File: src/rtl/first_fit_page_range_allocator_core_defines.svh
// assertion macros for the allocator rtl
`ifndef FIRST_FIT_PAGE_RANGE_ALLOCATOR_CORE_DEFINES_SVH
`define FIRST_FIT_PAGE_RANGE_ALLOCATOR_CORE_DEFINES_SVH

`ifndef ASSERT_OFF

// condition holds at every edge outside reset
`define FFPRA_ASSERT_ALWAYS(label, clk, rst, cond) \
   label: assert property (@(posedge clk) disable iff (rst) (cond)) \
      else $error("assertion failed: cond");

// consequence holds in the same cycle as the antecedent
`define FFPRA_ASSERT_IMP(label, clk, rst, ante, cons) \
   label: assert property (@(posedge clk) disable iff (rst) (ante) |-> (cons)) \
      else $error("assertion failed: ante implies cons");

// consequence holds in the cycle after the antecedent
`define FFPRA_ASSERT_NEXT(label, clk, rst, ante, cons) \
   label: assert property (@(posedge clk) disable iff (rst) (ante) |=> (cons)) \
      else $error("assertion failed: ante then cons");

`else

`define FFPRA_ASSERT_ALWAYS(label, clk, rst, cond)
`define FFPRA_ASSERT_IMP(label, clk, rst, ante, cons)
`define FFPRA_ASSERT_NEXT(label, clk, rst, ante, cons)

`endif

`endif

File: src/rtl/ffpra_pkg.sv
package ffpra_pkg;

   localparam int MAX_RANGES = 16;
   localparam int PAGE_BITS  = 20;
   localparam int LEN_BITS   = PAGE_BITS + 1;
   localparam int COUNT_BITS = $clog2(MAX_RANGES + 1);

   typedef enum logic [0:0] {
      CMD_ALLOC = 1'b0,
      CMD_FREE  = 1'b1
   } command_type;

   typedef enum logic [1:0] {
      STATUS_OK         = 2'd0,
      STATUS_NO_FIT     = 2'd1,
      STATUS_TABLE_FULL = 2'd2
   } status_type;

   typedef struct packed {
      command_type          command;
      logic [PAGE_BITS-1:0] page_start;
      logic [LEN_BITS-1:0]  page_count;
   } req_type;

   typedef struct packed {
      status_type           status;
      logic [PAGE_BITS-1:0] range_start;
      logic [LEN_BITS-1:0]  range_count;
   } rsp_type;

   // one free range held by a cell
   typedef struct packed {
      logic [PAGE_BITS-1:0] start;
      logic [LEN_BITS-1:0]  length;
   } entry_type;

   // what the cells do in the update cycle
   typedef enum logic [2:0] {
      MODE_HOLD,
      MODE_ALLOC,
      MODE_MERGE3,
      MODE_GROW_PREV,
      MODE_GROW_NEXT,
      MODE_INSERT
   } mode_type;

   // control broadcast to every cell
   typedef struct packed {
      logic                 eval;
      logic                 apply;
      mode_type             mode;
      logic [PAGE_BITS-1:0] start;
      logic [LEN_BITS-1:0]  count;
   } bcast_type;

   // per cell compare results, registered in the evaluate cycle
   typedef struct packed {
      logic valid;
      logic first_fit;
      logic exact;
      logic is_pos;
      logic is_prev;
      logic end_touch;
      logic next_touch;
   } flags_type;

   // clamp a joined length at the all-ones length
   function automatic logic [LEN_BITS-1:0] sat_len(input logic [LEN_BITS+1:0] v);
      logic [LEN_BITS-1:0] r;
      if (v[LEN_BITS+1:LEN_BITS] != 2'b00) begin
         r = '1;
      end else begin
         r = v[LEN_BITS-1:0];
      end
      return r;
   endfunction

endpackage

File: src/rtl/ffpra_cell.sv
module ffpra_cell import ffpra_pkg::*; (
   input  logic                 clock,
   input  bcast_type            bcast,
   input  logic                 entry_valid,
   input  entry_type            left_entry,
   input  entry_type            right_entry,
   input  logic                 le_chain_in,
   output logic                 le_chain_out,
   input  logic                 fit_chain_in,
   output logic                 fit_chain_out,
   input  logic                 pos_right_in,
   output logic                 pos_out,
   input  logic                 shift_chain_in,
   output logic                 shift_chain_out,
   output entry_type            entry_out,
   output flags_type            flags_out,
   output logic [PAGE_BITS-1:0] fit_start_out
);

   entry_type           entry_ff, entry_in;
   flags_type           flags_ff, flags_in;
   logic                le_own, fit_own, trigger;
   logic [LEN_BITS:0]   end_sum, next_sum;
   logic [LEN_BITS+1:0] grow_sum, merge_sum;

   // evaluate: compares against the request, chains ripple along the row
   always_comb begin
      le_own        = entry_valid && (entry_ff.start <= bcast.start);
      pos_out       = le_chain_in && !le_own;
      le_chain_out  = le_chain_in && le_own;
      fit_own       = entry_valid && (entry_ff.length >= bcast.count);
      fit_chain_out = fit_chain_in || fit_own;
      end_sum  = {2'b00, entry_ff.start} + {1'b0, entry_ff.length};
      next_sum = {2'b00, bcast.start} + {1'b0, bcast.count};

      flags_in.valid      = entry_valid;
      flags_in.first_fit  = fit_own && !fit_chain_in;
      flags_in.exact      = (entry_ff.length == bcast.count);
      flags_in.is_pos     = pos_out;
      flags_in.is_prev    = le_chain_out && pos_right_in;
      flags_in.end_touch  = (end_sum == {2'b00, bcast.start});
      flags_in.next_touch = (next_sum == {2'b00, entry_ff.start});
   end

   // update: shrink, grow, load or shift from a neighbor
   always_comb begin
      case (bcast.mode)
         MODE_ALLOC:  trigger = flags_ff.first_fit && flags_ff.exact;
         MODE_MERGE3: trigger = flags_ff.is_pos;
         MODE_INSERT: trigger = flags_ff.is_pos;
         default:     trigger = 1'b0;
      endcase
      shift_chain_out = shift_chain_in || trigger;

      grow_sum  = {2'b00, entry_ff.length} + {2'b00, bcast.count};
      merge_sum = grow_sum + {2'b00, right_entry.length};

      entry_in = entry_ff;
      if (bcast.apply) begin
         case (bcast.mode)
            MODE_ALLOC: begin
               if (shift_chain_out) begin
                  entry_in = right_entry;
               end else if (flags_ff.first_fit) begin
                  entry_in.start  = entry_ff.start + bcast.count[PAGE_BITS-1:0];
                  entry_in.length = entry_ff.length - bcast.count;
               end
            end
            MODE_MERGE3: begin
               if (shift_chain_out) begin
                  entry_in = right_entry;
               end else if (flags_ff.is_prev) begin
                  entry_in.length = sat_len(merge_sum);
               end
            end
            MODE_GROW_PREV: begin
               if (flags_ff.is_prev) begin
                  entry_in.length = sat_len(grow_sum);
               end
            end
            MODE_GROW_NEXT: begin
               if (flags_ff.is_pos) begin
                  entry_in.start  = bcast.start;
                  entry_in.length = sat_len(grow_sum);
               end
            end
            MODE_INSERT: begin
               if (shift_chain_in) begin
                  entry_in = left_entry;
               end else if (flags_ff.is_pos) begin
                  entry_in.start  = bcast.start;
                  entry_in.length = bcast.count;
               end
            end
            default: begin
               entry_in = entry_ff;
            end
         endcase
      end
   end

   always_ff @(posedge clock) begin
      entry_ff <= entry_in;
      if (bcast.eval) begin
         flags_ff <= flags_in;
      end
   end

   assign entry_out     = entry_ff;
   assign flags_out     = flags_ff;
   assign fit_start_out = flags_ff.first_fit ? entry_ff.start : '0;

endmodule

File: config.mk
export PLATFORM = sky130hd
export DESIGN_NAME = ffpra_cell
export DESIGN_NICKNAME = d
export VERILOG_FILES = /design/src/rtl/first_fit_page_range_allocator_core_defines.svh /design/src/rtl/ffpra_pkg.sv /design/src/rtl/ffpra_cell.sv
export SDC_FILE = /design/constraint.sdc
export NUM_CORES = 1
export LEC_CHECK = 0
export ABC_AREA = 1
export BUFFER_PORTS_ARGS = -buffer_cell sky130_fd_sc_hd__buf_4
export CAP_MARGIN = 20
export CORE_ASPECT_RATIO = 1.75
export CORE_UTILIZATION = 46
export DETAILED_ROUTE_END_ITERATION = 12
export PLACE_DENSITY = 0.68
export SYNTH_ARGS = -nofsm -noshare
export SYNTH_HDL_FRONTEND = slang
export SYNTH_SLANG_ARGS = --single-unit
File: constraint.sdc
create_clock -name clock -period 7.2 [get_ports clock]
set_input_delay 0.36 -clock clock [delete_from_list [all_inputs] [get_ports clock]]
set_output_delay 0.36 -clock clock [all_outputs]
set_load 0.01 [all_outputs]
### Word-level counts from Yosys, hierarchy flattened

Index checks and enable logic that the tools add are counted.

| storage, ports and cells | value |
|---|---|
| output and inout port bits | 72 |
| bits in registers | 48 |
| input port bits | 134 |
| word-level logic and storage cells | 64 |

| cells by class | value |
|---|---|
| multiplexer cells | 15 |
| reductions and logical operators | 18 |
| order comparisons | 2 |
| equality and inequality tests | 14 |
| add/subtract/negate cells | 6 |

Operator list:

| operator | count |
|---|---|
| $mux W41 | 5 |
| $mux W21 | 5 |
| $pmux W21 S5 | 1 |
| $pmux W20 S4 | 1 |
| $add A20 B21 Y22 | 2 |
| $eq A22 B20 Y1 | 2 |
| $mux W20 | 2 |
| $add A22 B21 Y23 | 1 |
| $add A21 B21 Y22 | 1 |
| $eq A21 B21 Y1 | 1 |
| $ge A21 B21 Y1 | 1 |
| $sub A21 B21 Y21 | 1 |
| $add A20 B20 Y20 | 1 |
| $le A20 B20 Y1 | 1 |
| $ne A3 B3 Y1 const B | 3 |
| $logic_and A1 B1 Y1 | 7 |
| $reduce_and A7 Y1 | 1 |
| $eq A3 B2 Y1 const B | 2 |
| $eq A3 B3 Y1 const B | 2 |
| $ne A2 B2 Y1 const B | 3 |
| $reduce_and A6 Y1 | 1 |
| $reduce_bool A5 Y1 | 1 |
| $reduce_bool A2 Y1 | 2 |
| $reduce_bool A4 Y1 | 1 |
| 5 further kinds | 7 |

### Longest topological paths before layout

| depth | value |
|---|---|
| depth after elaboration | 7 |
| gate-level depth with buffers | 31 |
| depth with buffers taken out | 29 |

### Least setup slack after synthesis

No wires, ideal clock.

| path | value |
|---|---|
| path type | reg-to-reg |
| from | register entry_ff, in the netlist entry_out[1] |
| to | register entry_ff, in the netlist entry_out[19], data pin |
| clock period less this slack | 3714 ps |
| setup slack | 3486 ps |
| cell stages (with the launch flop) | 30 |
| data required time | 6951 ps |
| data arrival time | 3465 ps |
| library setup time | 249 ps |
| path buffers | 1 |
| cells stage by stage | edfxtp_1 > inv_1 > fa_1 > inv_1 > nand3_1 > nand3_1 > a21oi_1 > o21ai_0 > nand3_1 > nand2_1 > nand2_1 > nand2_1 > inv_1 > ha_1 > nand2_1 > nor2_1 > nand2_1 > inv_1 > nand3_1 > nand3_1 > inv_1 > nand2_1 > nand2_1 > nor2_4 > buf_6 > nand2_2 > nand2_1 > nand3_1 > nand2_1 > inv_1 |

| on the way | value |
|---|---|
| word-level cells in the longest chain between the ends | 7 |

RTL lines:

| what | line | source |
|---|---|---|
| start: declaration | ffpra_cell.sv:20 | `entry_type entry_ff, entry_in;` |
| start signal: assignment | ffpra_cell.sv:103 | `entry_ff <= entry_in;` |
| $add A21 B21 Y22 | ffpra_cell.sv:55 | `grow_sum = {2'b00, entry_ff.length} + {2'b00, bcast.count};` |
| $add A22 B21 Y23 | ffpra_cell.sv:56 | `merge_sum = grow_sum + {2'b00, right_entry.length};` |
| $reduce_bool A2 Y1 | ffpra_pkg.sv:70 | `if (v[LEN_BITS+1:LEN_BITS] != 2'b00) begin` |
| $mux W21 | ffpra_pkg.sv:70 |  |
| $mux W21 | ffpra_cell.sv:72 | `end else if (flags_ff.is_prev) begin` |
| $mux W21 | ffpra_cell.sv:70 | `if (shift_chain_out) begin` |
| $pmux W21 S5 * | ffpra_cell.sv:60 | `case (bcast.mode)` |

Mark *: on every way between the ends. The rest lies on a longest branch, timed or not. The select of a mux whose other input is x is not followed.
A chain may end at the register's enable or synchronous reset.

### Worst setup path after layout

| path | value |
|---|---|
| from | register entry_ff, in the netlist entry_out[1] |
| to | register entry_ff, in the netlist entry_out[18], data pin |

The elaborated chain is that of the path after synthesis.

==> qor.csv <==
metric,value,unit
clockBufferDepth,2,
ir_drop,0.126,mV
netlist_area,0.0118,sq mm
synth_seq_area_share,12.2,%
maxCapViolCount,0,
vias_per_cell,5.95,
synth_cell_types,53,
drive_gt1_share,12.4,%
totalWireLength,55400,um
ant_nets,0,
start_util,46.8,%
critPathArrivalTime,5.36,ns
final-setup-viol-count,0,
synth_common_cells,"nand2_1, inv_1, a21oi_1",
status,finished clean,
synth_top_area_cell,nand2_1,
clock_sinks,48,
cp-start-kind,flop,
dp_hpwl,44900,um
whs,0.244,ns
fmax,189,MHz
nets,2395,
die_h,214,um
die_area,0.0263,sq mm
antennaDiodeCount,0,
placed_cell_area,0.0136,sq mm
synth_edf_count,48,
gp_congestion,1.06,
fill_cells,2695,
crit_type,reg2reg,
p_leak,7.00,nW
grt_max_degree,76,
rows,77,
cts_hold_buf,0,
syn_nets,2228,
end_kind,flop,
post_cts_buffers,0,
cts_resized,0,
crit_fanout,21,
routed-via-count,14400,
synthTopCellsByArea,"nand2_1, ha_1, edfxtp_1",
core-area,0.0252,sq mm
root_buffer,clkbuf_16,
synth_top_flop_cell,edfxtp_1,
min_period,5.28,ns
syn_inst,1944,
die_w,123,um
finalSetupTns,0,ns
synth-async-reset-ratio,0,%
antenna_found_initial,0,
cts_tree,done,
fin_worst_skew,0.00564,ns
htreeDepth,2,
drt_iter0_markers,1260,
rsz0062_at_grt,no,
worstHoldPathType,in2reg,
ys_ff_latch,48,
synth_top_area_share,15.7,%
grt_pass1_wl,81900,um
drc,0,
gr-usage-all-layers,42.4,%
io_buffers,205,
yosys_warnings,0,
overflow,0,
stdcell_area,0.0137,sq mm
clk_pin_slew_worst_paths,0.08,ns
worst_slew_pin_slew,1.09,ns
slew_viol_final,0,
power.density,156,mW/mm^2
clock_latency,0.32,ns
dr.pass1.iters,6,
slew_headroom,26.8,%
hold_violations,0,
synth.avg_cell_area,6.07,sq um
fin_crit_sh,73.3,%
critical_path_required,7.28,ns
grt_pass1_vias,14500,
ios,206,
numCtsBuffers,5,
wire_per_inst,22.8,um
syn2layout_area_growth,16.2,%
synth_most_common_cell,nand2_1,
final timing paths:
kind / start / to / slack [ns] / depth (start not counted)
hold reg to reg: entry_out[21]$_DFFE_PP_ / entry_out[21]$_DFFE_PP_ / 0.90 / 3
setup reg to reg: entry_out[1]$_DFFE_PP_ / entry_out[18]$_DFFE_PP_ / 1.92 / 24
setup / recovery: entry_out[1]$_DFFE_PP_ / entry_out[18]$_DFFE_PP_ / 1.92 / 24
hold / removal: entry_valid / flags_out[6]$_DFFE_PP_ / 0.24 / 1
logic make-up (layout without fill, tap and decap cells):
family | Yosys count | after routing | share of synthesized area (%)
buf+inv | 295 | 460 | 10.0
compound gates | 444 | 444 | 21.7
mux | 1 | 1 | 0.0848
xor+xnor | 100 | 100 | 7.42
fa+ha+maj | 150 | 150 | 16.3
flops | 48 | 48 | 12.2
simple gates | 906 | 906 | 32.3
sequential cells by signal (all words and copies together), names as in the netlist:
name,flops
entry_out,41
flags_out,7
per-stage QoR:
| step | power (mW) | worst slack [ns] | instances | utilization, % |
|---|---|---|---|---|
| floorplan | 1.38 | 3.49 | 1944 | - |
| global placement | 1.85 | 1.86 | 2418 | 53.7 |
| detailed placement | 1.85 | 1.89 | 2418 | 53.7 |
| CTS | 2.10 | 1.89 | 2423 | 54.2 |
| global route | 2.29 | 1.53 | 2425 | 54.4 |
| finish | 2.14 | 1.92 | 2425 | 54.4 |
where the power goes:
group          internal [mW]  switching, mW  total [mW]
sequential             0.342         0.0423       0.384
clock                  0.124          0.129       0.253
combinational          0.534          0.967        1.50
layout by cell type, fill, tap and decap left out, drive strengths merged, types with 8 or more instances in the layout:
cell	instances
a211oi	11
a21boi	9
a21o	17
a21oi	198
a221oi	9
buf	216
edfxtp	48
ha	144
inv	236
nand2	500
nand3	150
nand3b	8
nand4	31
nor2	176
nor3	21
o211ai	18
o21ai	132
o21bai	9
o221ai	8
o22ai	9
or2	9
xnor2	37
xor2	63
critical path, stage by stage, from the launching register on:
cell,delay (ns)
edfxtp_1,0.52
inv_1,0.14
fa_1,0.45
inv_1,0.25
nand3_1,0.12
nand3_1,0.29
a21oi_1,0.21
o21ai_0,0.42
xor2_1,0.25
inv_1,0.07
ha_1,0.36
nand2_1,0.12
o21ai_0,0.33
nand2_1,0.10
nand2_1,0.16
nand2_1,0.07
nand3_1,0.09
inv_1,0.04
nand2_1,0.05
nand2_1,0.10
nor2_4,0.48
nand2_1,0.12
nand2_1,0.09
nand3_1,0.07
and2_1,0.14
per-layer routing:
layer  GRT usage, %  wire length (um)  vias to the layer above
met5              0                 0                        -
met4           38.8              5950                        0
met3           8.53              3620                      259
met2           73.9             27500                      676
met1           40.8             18300                     6590
li1               -                 -                     6905
layout make-up:
type                       count  area [sq um]  area share, %
tap                          316           395           2.88
timing repair buffer         216          1640           12.0
sequential                    48          1440           10.5
clock buffer                   5           125          0.912
multi-input combinational   1601          9220           67.2
inverter                     239           900           6.56
(Power assumes the default switching activity.)
